<file path="config.mk">
export PLATFORM = sky130hd
export DESIGN_NAME = midpoint_ellipse_rasterizer_flat
export DESIGN_NICKNAME = d
export VERILOG_FILES = /design/src/sv/mer_pkg.sv /design/src/sv/mer_cmd_if.sv /design/src/sv/mer_pix_if.sv /design/src/sv/mer_ctrl.sv /design/src/sv/mer_dp.sv /design/src/sv/midpoint_ellipse_rasterizer.sv /design/src/flat_wrapper.sv
export SDC_FILE = /design/constraint.sdc
export NUM_CORES = 2
export LEC_CHECK = 0
export BUFFER_PORTS_ARGS = -buffer_cell sky130_fd_sc_hd__buf_2
export CAP_MARGIN = 20
export CELL_PAD_IN_SITES_DETAIL_PLACEMENT = 0
export CELL_PAD_IN_SITES_GLOBAL_PLACEMENT = 2
export CORE_AREA = 2 2 370 372
export CTS_BUF_LIST = sky130_fd_sc_hd__clkbuf_4 sky130_fd_sc_hd__clkbuf_8
export CTS_CLUSTER_DIAMETER = 120
export DETAILED_ROUTE_END_ITERATION = 12
export DIE_AREA = 0 0 372 374
export PLACE_DENSITY_LB_ADDON = 0.1
export RECOVER_POWER = 100
export SLEW_MARGIN = 30
export SYNTH_ARGS = -nofsm -noshare
export SYNTH_HDL_FRONTEND = slang
export SYNTH_SLANG_ARGS = --single-unit
</file>
<file path="constraint.sdc">
create_clock -name clk -period 24.3 [get_ports clk]
set_input_delay 1.215 -clock clk [delete_from_list [all_inputs] [get_ports clk]]
set_output_delay 1.215 -clock clk [all_outputs]
set_load 0.02 [all_outputs]
</file>
<file path="src/sv/mer_pkg.sv">
// mer_pkg: shared constants, codes and control types for the ellipse rasterizer
// no dependencies; imported by the channel interfaces, the controller, the datapath
// and the checker
package mer_pkg;

	localparam int AXIS_BITS_DEF  = 10;
	localparam int COORD_BITS_DEF = 12;

	localparam logic ACT_START   = 1'b0;
	localparam logic ACT_ADVANCE = 1'b1;

	typedef enum logic [1:0] {
		MUL_AA,
		MUL_BB,
		MUL_A2B,
		MUL_A2A2
	} mul_sel_t;

	typedef enum logic [2:0] {
		CAP_NONE,
		CAP_A2,
		CAP_B2,
		CAP_A2B,
		CAP_A4
	} cap_sel_t;

	typedef struct packed {
		logic     load;
		logic     mul_en;
		mul_sel_t mul_sel;
		cap_sel_t cap_sel;
		logic     init;
		logic     step;
		logic     adj;
	} dp_cmd_t;

	typedef struct packed {
		logic fail;
		logic to_region_two;
	} dp_stat_t;

endpackage

</file>
<file path="src/sv/mer_cmd_if.sv">
// mer_cmd_if: input channel carrying one start or advance word
// depends on mer_pkg for default widths
interface mer_cmd_if #(
	parameter int AXIS_BITS  = mer_pkg::AXIS_BITS_DEF,
	parameter int COORD_BITS = mer_pkg::COORD_BITS_DEF
);
	logic                         valid;
	logic                         ready;
	logic                         action;
	logic signed [COORD_BITS-1:0] origin_x;
	logic signed [COORD_BITS-1:0] origin_y;
	logic        [AXIS_BITS-1:0]  semi_axis_a;
	logic        [AXIS_BITS-1:0]  semi_axis_b;

	modport source (output valid, action, origin_x, origin_y, semi_axis_a, semi_axis_b,
		input ready);
	modport sink (input valid, action, origin_x, origin_y, semi_axis_a, semi_axis_b,
		output ready);
endinterface

</file>
<file path="src/sv/mer_pix_if.sv">
// mer_pix_if: output channel carrying one group of four mirrored points
// depends on mer_pkg for default widths
interface mer_pix_if #(
	parameter int AXIS_BITS  = mer_pkg::AXIS_BITS_DEF,
	parameter int COORD_BITS = mer_pkg::COORD_BITS_DEF
);
	logic                       valid;
	logic                       ready;
	logic signed [COORD_BITS:0] px_pos_x;
	logic signed [COORD_BITS:0] px_neg_x;
	logic signed [COORD_BITS:0] py_pos_y;
	logic signed [COORD_BITS:0] py_neg_y;
	logic [AXIS_BITS-1:0]       offset_x;
	logic [AXIS_BITS-1:0]       offset_y;
	logic                       in_second_region;
	logic                       last_group;

	modport source (output valid, px_pos_x, px_neg_x, py_pos_y, py_neg_y, offset_x, offset_y,
		in_second_region, last_group, input ready);
	modport sink (input valid, px_pos_x, px_neg_x, py_pos_y, py_neg_y, offset_x, offset_y,
		in_second_region, last_group, output ready);
endinterface

</file>
<file path="src/sv/mer_ctrl.sv">
// mer_ctrl: sequencer for setup multiplies, point steps and region switch
// depends on mer_pkg; drives mer_dp through dp_cmd_t, reads dp_stat_t
module mer_ctrl (
	input  logic              clk,
	input  logic              arst_n,
	input  logic              in_valid,
	input  logic              in_action,
	output logic              in_ready,
	input  logic              out_ready,
	output logic              out_valid,
	input  mer_pkg::dp_stat_t stat,
	output mer_pkg::dp_cmd_t  cmd
);
	import mer_pkg::*;

	typedef enum logic [7:0] {
		S_IDLE = 8'b0000_0001,
		S_MA   = 8'b0000_0010,
		S_MB   = 8'b0000_0100,
		S_MAB  = 8'b0000_1000,
		S_MAA  = 8'b0001_0000,
		S_INIT = 8'b0010_0000,
		S_STEP = 8'b0100_0000,
		S_ADJ  = 8'b1000_0000
	} state_t;

	state_t state_q, state_d;
	logic   active_q;
	logic   out_valid_q;
	logic   out_free;

	assign out_free  = !out_valid_q || out_ready;
	assign out_valid = out_valid_q;

	always_comb begin
		cmd      = '0;
		state_d  = state_q;
		in_ready = 1'b0;
		unique case (state_q)
			S_IDLE: begin
				in_ready = 1'b1;
				if (in_valid) begin
					if (in_action == ACT_START) begin
						cmd.load = 1'b1;
						state_d  = S_MA;
					end else if (active_q) begin
						state_d = S_STEP;
					end
				end
			end
			S_MA: begin
				cmd.mul_en  = 1'b1;
				cmd.mul_sel = MUL_AA;
				state_d     = S_MB;
			end
			S_MB: begin
				cmd.cap_sel = CAP_A2;
				cmd.mul_en  = 1'b1;
				cmd.mul_sel = MUL_BB;
				state_d     = S_MAB;
			end
			S_MAB: begin
				cmd.cap_sel = CAP_B2;
				cmd.mul_en  = 1'b1;
				cmd.mul_sel = MUL_A2B;
				state_d     = S_MAA;
			end
			S_MAA: begin
				cmd.cap_sel = CAP_A2B;
				cmd.mul_en  = 1'b1;
				cmd.mul_sel = MUL_A2A2;
				state_d     = S_INIT;
			end
			S_INIT: begin
				cmd.cap_sel = CAP_A4;
				cmd.init    = 1'b1;
				state_d     = S_STEP;
			end
			S_STEP: begin
				if (out_free) begin
					cmd.step = 1'b1;
					if (stat.fail) begin
						state_d = S_IDLE;
					end else if (stat.to_region_two) begin
						state_d = S_ADJ;
					end else begin
						state_d = S_IDLE;
					end
				end
			end
			S_ADJ: begin
				cmd.adj = 1'b1;
				state_d = S_IDLE;
			end
			default: begin
				state_d = S_IDLE;
			end
		endcase
	end

	always_ff @(posedge clk or negedge arst_n) begin
		if (!arst_n) begin
			state_q     <= S_IDLE;
			active_q    <= 1'b0;
			out_valid_q <= 1'b0;
		end else begin
			state_q <= state_d;
			if (cmd.init) begin
				active_q <= 1'b1;
			end else if (cmd.step && stat.fail) begin
				active_q <= 1'b0;
			end
			if (cmd.step) begin
				out_valid_q <= 1'b1;
			end else if (out_ready) begin
				out_valid_q <= 1'b0;
			end
		end
	end

endmodule

</file>
<file path="src/sv/mer_dp.sv">
// mer_dp: ellipse datapath with shared setup multiplier, incremental step terms
// and output word register; depends on mer_pkg, controlled by mer_ctrl
module mer_dp #(
	parameter int AXIS_BITS  = mer_pkg::AXIS_BITS_DEF,
	parameter int COORD_BITS = mer_pkg::COORD_BITS_DEF
) (
	input  logic                         clk,
	input  mer_pkg::dp_cmd_t             cmd,
	output mer_pkg::dp_stat_t            stat,
	input  logic signed [COORD_BITS-1:0] origin_x,
	input  logic signed [COORD_BITS-1:0] origin_y,
	input  logic        [AXIS_BITS-1:0]  semi_axis_a,
	input  logic        [AXIS_BITS-1:0]  semi_axis_b,
	output logic signed [COORD_BITS:0]   px_pos_x,
	output logic signed [COORD_BITS:0]   px_neg_x,
	output logic signed [COORD_BITS:0]   py_pos_y,
	output logic signed [COORD_BITS:0]   py_neg_y,
	output logic        [AXIS_BITS-1:0]  offset_x,
	output logic        [AXIS_BITS-1:0]  offset_y,
	output logic                         in_second_region,
	output logic                         last_group
);
	import mer_pkg::*;

	localparam int SQ_W = 2 * AXIS_BITS;
	localparam int AB_W = 3 * AXIS_BITS;
	localparam int P_W  = 4 * AXIS_BITS;
	localparam int D_W  = 4 * AXIS_BITS + 4;
	localparam int S_W  = 4 * AXIS_BITS + 4;
	localparam int Q_W  = D_W + 3;
	localparam int XW   = AXIS_BITS + 2;
	localparam int E_W  = COORD_BITS + AXIS_BITS + 3;
	localparam int O_W  = COORD_BITS + 1;

	// quarter units back to integer, rounding toward zero
	function automatic logic signed [Q_W-1:0] trunc4(input logic signed [Q_W-1:0] q);
		logic signed [Q_W-1:0] r;
		r = q >>> 2;
		if (q[Q_W-1] && (q[1:0] != 2'b00)) begin
			r = r + Q_W'(1);
		end
		return r;
	endfunction

	logic        [AXIS_BITS-1:0]  a_q, b_q;
	logic signed [COORD_BITS-1:0] cx_q, cy_q;
	logic                         zero_q;
	logic        [P_W-1:0]        p_q;
	logic        [SQ_W-1:0]       a2_q, b2_q;
	logic        [AB_W-1:0]       a2b_q;
	logic        [P_W-1:0]        a4_q;
	logic        [XW-1:0]         x_q;
	logic        [AXIS_BITS-1:0]  y_q;
	logic                         reg2_q;
	logic signed [D_W-1:0]        d_q, dx_q, dy_q;
	logic        [S_W-1:0]        s_q, t_q;

	logic        [SQ_W-1:0]       mul_a, mul_b;
	logic signed [D_W-1:0]        a2_d, b2_d, two_a2, two_b2;
	logic        [S_W-1:0]        ab_s, s1, t1;
	logic                         dpos, dneg, y_zero, fail1;
	logic signed [D_W-1:0]        dy1, dx_inc, d1, dy2, dx2, d2;
	logic        [XW-1:0]         x_inc;
	logic        [AXIS_BITS-1:0]  y_dec;
	logic signed [Q_W-1:0]        a2_q4, b2_q4, a2b_q4, q_init, q_adj, dsum;
	logic signed [Q_W-1:0]        r_init, r_adj;
	logic signed [E_W-1:0]        cx_e, cy_e, x_e, y_e;
	logic signed [E_W-1:0]        sum_px, sum_nx, sum_py, sum_ny;

	always_comb begin
		unique case (cmd.mul_sel)
			MUL_AA: begin
				mul_a = SQ_W'(a_q);
				mul_b = SQ_W'(a_q);
			end
			MUL_BB: begin
				mul_a = SQ_W'(b_q);
				mul_b = SQ_W'(b_q);
			end
			MUL_A2B: begin
				mul_a = a2_q;
				mul_b = SQ_W'(b_q);
			end
			MUL_A2A2: begin
				mul_a = a2_q;
				mul_b = a2_q;
			end
			default: begin
				mul_a = '0;
				mul_b = '0;
			end
		endcase
	end

	assign a2_d   = $signed(D_W'(a2_q));
	assign b2_d   = $signed(D_W'(b2_q));
	assign two_a2 = a2_d <<< 1;
	assign two_b2 = b2_d <<< 1;
	assign ab_s   = S_W'(a2_q) + S_W'(b2_q);

	// region one step
	assign dpos   = d_q > 0;
	assign dneg   = d_q < 0;
	assign y_zero = (y_q == '0);
	assign fail1  = dpos && y_zero;
	assign x_inc  = x_q + XW'(1);
	assign y_dec  = y_q - AXIS_BITS'(1);
	assign dx_inc = dx_q + two_b2;
	assign dy1    = dpos ? (dy_q - two_a2) : dy_q;
	assign d1     = d_q - (dpos ? dy1 : D_W'(0)) + dx_inc + b2_d;
	assign s1     = s_q + t_q;
	assign t1     = t_q + (ab_s << 1);

	// region two step
	assign dy2 = dy_q - two_a2;
	assign dx2 = dneg ? dx_inc : dx_q;
	assign d2  = d_q + (dneg ? dx_inc : D_W'(0)) + a2_d - dy2;

	assign stat.fail          = zero_q || (reg2_q ? y_zero : fail1);
	assign stat.to_region_two = !reg2_q && !fail1 && (s1 > S_W'(a4_q));

	// start value and region switch in quarter units
	assign a2_q4  = $signed(Q_W'(a2_q));
	assign b2_q4  = $signed(Q_W'(b2_q));
	assign a2b_q4 = $signed(Q_W'(a2b_q));
	assign q_init = (b2_q4 <<< 2) - (a2b_q4 <<< 2) + a2_q4;
	assign dsum   = $signed({{3{dx_q[D_W-1]}}, dx_q}) + $signed({{3{dy_q[D_W-1]}}, dy_q});
	assign q_adj  = ($signed({{3{d_q[D_W-1]}}, d_q}) <<< 2)
		+ ((a2_q4 - b2_q4) <<< 1) + (a2_q4 - b2_q4) - (dsum <<< 1);
	assign r_init = trunc4(q_init);
	assign r_adj  = trunc4(q_adj);

	// mirrored coordinates of the current group
	assign cx_e   = $signed({{(E_W-COORD_BITS){cx_q[COORD_BITS-1]}}, cx_q});
	assign cy_e   = $signed({{(E_W-COORD_BITS){cy_q[COORD_BITS-1]}}, cy_q});
	assign x_e    = $signed(E_W'(x_q));
	assign y_e    = $signed(E_W'(y_q));
	assign sum_px = cx_e + x_e;
	assign sum_nx = cx_e - x_e;
	assign sum_py = cy_e + y_e;
	assign sum_ny = cy_e - y_e;

	always_ff @(posedge clk) begin
		if (cmd.load) begin
			a_q    <= semi_axis_a;
			b_q    <= semi_axis_b;
			cx_q   <= origin_x;
			cy_q   <= origin_y;
			zero_q <= (semi_axis_a == '0) || (semi_axis_b == '0);
		end
		if (cmd.mul_en) begin
			p_q <= P_W'(mul_a * mul_b);
		end
		unique case (cmd.cap_sel)
			CAP_NONE: begin
			end
			CAP_A2:  a2_q  <= p_q[SQ_W-1:0];
			CAP_B2:  b2_q  <= p_q[SQ_W-1:0];
			CAP_A2B: a2b_q <= p_q[AB_W-1:0];
			CAP_A4:  a4_q  <= p_q;
			default: begin
			end
		endcase
		if (cmd.init) begin
			x_q    <= '0;
			y_q    <= b_q;
			reg2_q <= 1'b0;
			d_q    <= r_init[D_W-1:0];
			dx_q   <= '0;
			dy_q   <= $signed(D_W'(a2b_q)) <<< 1;
			s_q    <= '0;
			t_q    <= ab_s;
		end else if (cmd.step) begin
			if (!reg2_q) begin
				x_q  <= x_inc;
				y_q  <= dpos ? y_dec : y_q;
				d_q  <= d1;
				dx_q <= dx_inc;
				dy_q <= dy1;
				s_q  <= s1;
				t_q  <= t1;
			end else begin
				x_q  <= dneg ? x_inc : x_q;
				y_q  <= y_dec;
				d_q  <= d2;
				dx_q <= dx2;
				dy_q <= dy2;
			end
		end else if (cmd.adj) begin
			reg2_q <= 1'b1;
			d_q    <= r_adj[D_W-1:0];
		end
		if (cmd.step) begin
			px_pos_x         <= sum_px[O_W-1:0];
			px_neg_x         <= sum_nx[O_W-1:0];
			py_pos_y         <= sum_py[O_W-1:0];
			py_neg_y         <= sum_ny[O_W-1:0];
			offset_x         <= x_q[AXIS_BITS-1:0];
			offset_y         <= y_q;
			in_second_region <= reg2_q;
			last_group       <= stat.fail;
		end
	end

endmodule

</file>
<file path="src/sv/midpoint_ellipse_rasterizer.sv">
// midpoint_ellipse_rasterizer: top level joining controller and datapath
// depends on mer_pkg, mer_cmd_if, mer_pix_if, mer_ctrl, mer_dp
//
// usage
//   cmd channel: action 0 starts an ellipse from origin_x/origin_y and the
//   semi-axes, action 1 asks for the next group of four mirrored points
//   pix channel: one word per group, last_group marks the end of the ellipse
//   an advance with no ellipse running is taken and gives no word
// sequencing
//   start: the word is loaded; the setup runs four products through the single
//   shared multiplier, then an init step and the first point step
//   advance: one point step, held while the output word waits; a decision adjust
//   step follows when the walk crosses from the flat to the steep region
//   one cmd word in flight at a time: the input is open only in idle
// reset and stalls
//   reset clears the sequencer, the running flag and the output valid
//   the output word is held in a register; a new cmd word is taken while it
//   waits, and the step stalls until the receiver takes the previous word
module midpoint_ellipse_rasterizer #(
	parameter int AXIS_BITS  = mer_pkg::AXIS_BITS_DEF,
	parameter int COORD_BITS = mer_pkg::COORD_BITS_DEF
) (
	input logic       clk,
	input logic       arst_n,
	mer_cmd_if.sink   cmd,
	mer_pix_if.source pix
);
	import mer_pkg::*;

	dp_cmd_t  dp_cmd;
	dp_stat_t dp_stat;

	mer_ctrl u_ctrl (
		.clk       (clk),
		.arst_n    (arst_n),
		.in_valid  (cmd.valid),
		.in_action (cmd.action),
		.in_ready  (cmd.ready),
		.out_ready (pix.ready),
		.out_valid (pix.valid),
		.stat      (dp_stat),
		.cmd       (dp_cmd)
	);

	mer_dp #(
		.AXIS_BITS  (AXIS_BITS),
		.COORD_BITS (COORD_BITS)
	) u_dp (
		.clk              (clk),
		.cmd              (dp_cmd),
		.stat             (dp_stat),
		.origin_x         (cmd.origin_x),
		.origin_y         (cmd.origin_y),
		.semi_axis_a      (cmd.semi_axis_a),
		.semi_axis_b      (cmd.semi_axis_b),
		.px_pos_x         (pix.px_pos_x),
		.px_neg_x         (pix.px_neg_x),
		.py_pos_y         (pix.py_pos_y),
		.py_neg_y         (pix.py_neg_y),
		.offset_x         (pix.offset_x),
		.offset_y         (pix.offset_y),
		.in_second_region (pix.in_second_region),
		.last_group       (pix.last_group)
	);

endmodule

</file>
<file path="src/flat_wrapper.sv">
// flat-port wrapper written by rule: the top's interface ports become plain ports
module midpoint_ellipse_rasterizer_flat import mer_pkg::*;
#(
	parameter int AXIS_BITS  = mer_pkg::AXIS_BITS_DEF,
	parameter int COORD_BITS = mer_pkg::COORD_BITS_DEF
)
  (clk, arst_n, cmd_valid, cmd_action, cmd_origin_x, cmd_origin_y, cmd_semi_axis_a, cmd_semi_axis_b, cmd_ready, pix_valid, pix_px_pos_x, pix_px_neg_x, pix_py_pos_y, pix_py_neg_y, pix_offset_x, pix_offset_y, pix_in_second_region, pix_last_group, pix_ready);
  mer_cmd_if #(.AXIS_BITS(AXIS_BITS), .COORD_BITS(COORD_BITS)) cmd_i ();
  mer_pix_if #(.AXIS_BITS(AXIS_BITS), .COORD_BITS(COORD_BITS)) pix_i ();
  input logic clk;
  input logic arst_n;
  input wire logic [$bits(cmd_i.valid)-1:0] cmd_valid;
  input wire logic [$bits(cmd_i.action)-1:0] cmd_action;
  input wire logic [$bits(cmd_i.origin_x)-1:0] cmd_origin_x;
  input wire logic [$bits(cmd_i.origin_y)-1:0] cmd_origin_y;
  input wire logic [$bits(cmd_i.semi_axis_a)-1:0] cmd_semi_axis_a;
  input wire logic [$bits(cmd_i.semi_axis_b)-1:0] cmd_semi_axis_b;
  output wire logic [$bits(cmd_i.ready)-1:0] cmd_ready;
  output wire logic [$bits(pix_i.valid)-1:0] pix_valid;
  output wire logic [$bits(pix_i.px_pos_x)-1:0] pix_px_pos_x;
  output wire logic [$bits(pix_i.px_neg_x)-1:0] pix_px_neg_x;
  output wire logic [$bits(pix_i.py_pos_y)-1:0] pix_py_pos_y;
  output wire logic [$bits(pix_i.py_neg_y)-1:0] pix_py_neg_y;
  output wire logic [$bits(pix_i.offset_x)-1:0] pix_offset_x;
  output wire logic [$bits(pix_i.offset_y)-1:0] pix_offset_y;
  output wire logic [$bits(pix_i.in_second_region)-1:0] pix_in_second_region;
  output wire logic [$bits(pix_i.last_group)-1:0] pix_last_group;
  input wire logic [$bits(pix_i.ready)-1:0] pix_ready;
  assign cmd_i.valid = cmd_valid;
  assign cmd_i.action = cmd_action;
  assign cmd_i.origin_x = cmd_origin_x;
  assign cmd_i.origin_y = cmd_origin_y;
  assign cmd_i.semi_axis_a = cmd_semi_axis_a;
  assign cmd_i.semi_axis_b = cmd_semi_axis_b;
  assign cmd_ready = cmd_i.ready;
  assign pix_valid = pix_i.valid;
  assign pix_px_pos_x = pix_i.px_pos_x;
  assign pix_px_neg_x = pix_i.px_neg_x;
  assign pix_py_pos_y = pix_i.py_pos_y;
  assign pix_py_neg_y = pix_i.py_neg_y;
  assign pix_offset_x = pix_i.offset_x;
  assign pix_offset_y = pix_i.offset_y;
  assign pix_in_second_region = pix_i.in_second_region;
  assign pix_last_group = pix_i.last_group;
  assign pix_i.ready = pix_ready;
  midpoint_ellipse_rasterizer #(.AXIS_BITS(AXIS_BITS), .COORD_BITS(COORD_BITS)) u_core (.clk(clk), .arst_n(arst_n), .cmd(cmd_i), .pix(pix_i));
endmodule
</file>
==> impl_metrics.yaml <==
status:
  status: "complete, but fails checks"
  violations: "max-capacitance violations, max-slew violations"
setup_path:
  worstSetupEndpointType: "flip-flop"
  startpoint_type: "flip-flop"
  cp.arrival_ns: 14.33
  path_max_fanout: 22
  cpPeakStageDelay_ns: 1.46
  crit_type: "flip-flop to flip-flop"
  r2r_start: "u_core.u_dp.a2_q[0]"
  cpMostUsedCell: "o21ai_0"
  cp.required_ns: 24.81
  critPathSlowestCell: "clkbuf_1"
  startpoint: "u_core.u_dp.a2_q[0]"
sta:
  tns_ns: 0
  setup_viol: 0
  maxSlewHeadroom_pct: -158
  min_period_over_period_pct: 56.9
  drv_slew: 773
  hold_slack_ns: 0.402
  period_minus_slack_ns: 13.82
  hold_viol: 0
  fin_skew_ns: 0.0788
  rsz0062_at_grt: "no"
  worst_pin_slew_ns: 3.88
  max_freq_ghz: 0.0724
logic_synthesis:
  synth_edf_count: 395
  ys_types: 114
  syn_area_sq_mm: 0.0619
  syn_avg_cell_area_sq_um: 8.86
  synth.ff_latch_count: 518
  synth-async-reset-ratio_pct: 1.93
  seq_area_frac_synth_pct: 23.2
  syn_inst: 6981
  synthesis.nets: 8219
  ys.flop_type: "edfxtp_1"
  ys_warn_count: 0
grt:
  grt_max_degree: 75
  grt_pass1_wl_um: 328000
  grt_usage_pct: 31.7
  antenna_found_initial: 9
  gr-total-overflow: 0
  grt_pass1_vias: 50068
floorplanning:
  die_x_um: 372
  io_pins: 125
  fp.dieH_um: 374
  initial_utilization_pct: 45.8
  fp-row-count: 135
  core_area_sq_mm: 0.135
  die_area_sq_mm: 0.139
clocking:
  cts_tree: "done"
  holdBufCountCts: 0
  postCtsSetupBuffers: 0
  cts_resized: 0
  clockBufferDepth: 3
  htreeDepth: 3
  cts_root_buffer: "clkbuf_8"
  clk_latency_ns: 0.84
  cts_made_buffers: 96
  cts_sinks: 518
  path_clk_slew_ns: 0.07
layout:
  final_cell_mix: "912 x inv_1, 672 x nor2_1, 670 x ha_1"
  layout_commonest_cell: "inv_1"
  final_util_pct: 49.2
  finish.instance_area_sq_mm: 0.0665
  drive_gt1_share_pct: 4.71
  layout.nets: 8314
  syn_to_final_growth_pct: 7.41
route:
  vias: 51627
  routed_wl_um: 223000
  avgRoutedWirePerCell_um: 24.9
  vias_per_cell: 5.77
  first_iter_violations: 4623
  dr.pass1.iters: 5
  postRouteAntennaNets: 0
  drc: 0
worst_hold_path:
  hold_path_class: "primary input to async pin"
placed_design:
  hpwl_um: 182000
  port_buffers: 124
  placed_area_sq_mm: 0.0646
  gp_congestion: 0.943
run:
  maxCapViolCount: 20
-- registers in the layout (all words and copies together) (netlist names), 30 cells and up --
name	flops
u_core.u_dp.d_q	44
u_core.u_dp.dy_q	43
u_core.u_dp.p_q	40
u_core.u_dp.t_q	44
u_core.u_dp.a2b_q	30
u_core.u_dp.a4_q	40
u_core.u_dp.s_q	44
u_core.u_dp.dx_q	43
-- layer usage --
layer	track usage, %	up-vias	share of wire [%]
met4	8.50	0	2.7
met1	47.3	25382	47
met5	0	-	0
li1	-	24091	-
met2	46.8	1878	42
met3	5.90	276	8.4
-- Yosys cell counts (53+ instances only) --
master / count / area [sq um]
a21o_1: 193 / 1450
and3_1: 65 / 407
o21a_1: 61 / 458
nor2_1: 676 / 2540
and2_1: 75 / 469
ha_1: 671 / 8400
xnor2_1: 340 / 2980
nand2_1: 601 / 2260
a21oi_1: 450 / 2250
fa_1: 518 / 10400
or3_1: 53 / 332
o21bai_1: 67 / 503
clkbuf_1: 165 / 619
nand4_1: 67 / 419
inv_1: 914 / 3430
nand3_1: 166 / 831
edfxtp_1: 395 / 11900
nand2b_1: 74 / 463
a211oi_1: 84 / 631
o21ai_0: 321 / 1610
nor3_1: 98 / 490
dfxtp_1: 113 / 2260
xor2_1: 211 / 1850
-- final timing paths --
path	end	slack, ns	cells past startpoint
worst max-delay path	u_core.u_dp.d_q[35]	10.48	36
worst min-delay path	u_core.u_ctrl.out_valid	0.40	1
worst max register to register	u_core.u_dp.d_q[35]	10.48	36
worst min register to register	u_core.u_dp.a4_q[30]	0.42	0
max in group asynchronous	u_core.u_ctrl.state_q[1]	23.40	1
min in group clk	u_core.u_dp.a4_q[30]	0.42	0
-- worst max-delay path, delay by kind of cell (launching register included) --
family                   cells  cell delay, ns
buffers and inverters        5            3.13
adder cells (fa/ha/maj)      5            2.12
AND/OR/NAND/NOR              7            2.83
XOR/XNOR                     1            0.23
flip-flops                   1            0.32
AO/OA/AOI/OAI               18            4.81
-- logic make-up after synthesis --
group / after synthesis / synth area share [%]
simple gates: 2073 / 15.7
compound gates: 1519 / 15.8
fa+ha+maj: 1189 / 30.3
buf+inv: 1116 / 6.82
xor+xnor: 554 / 7.91
flops: 518 / 23.2
mux: 12 / 0.202
-- per-stage QoR --
step | setup WS (ns) | cells
after global routing | 9.91 | 8941
after global placement | 13.13 | 8757
final | 10.48 | 8945
after CTS | 12.84 | 8939
after floorplan | 11.94 | 6981
after detailed placement | 12.94 | 8758
-- layout make-up --
cell class                      instances  area (sq um)
Timing Repair Buffer                  196           952
Multi-Input combinational cell       5347         43300
Tap cell                             1781          2230
Inverter                              917          3440
Clock inverter                         55           507
Antenna cell                            5          12.5
Fill cell                           13121         68500
Clock buffer                          126          1600
Sequential cell                       518         14400
Power is left out: the tool's default activity adds up to more than one toggle a clock period on the data nets, which glitch-free logic cannot reach.
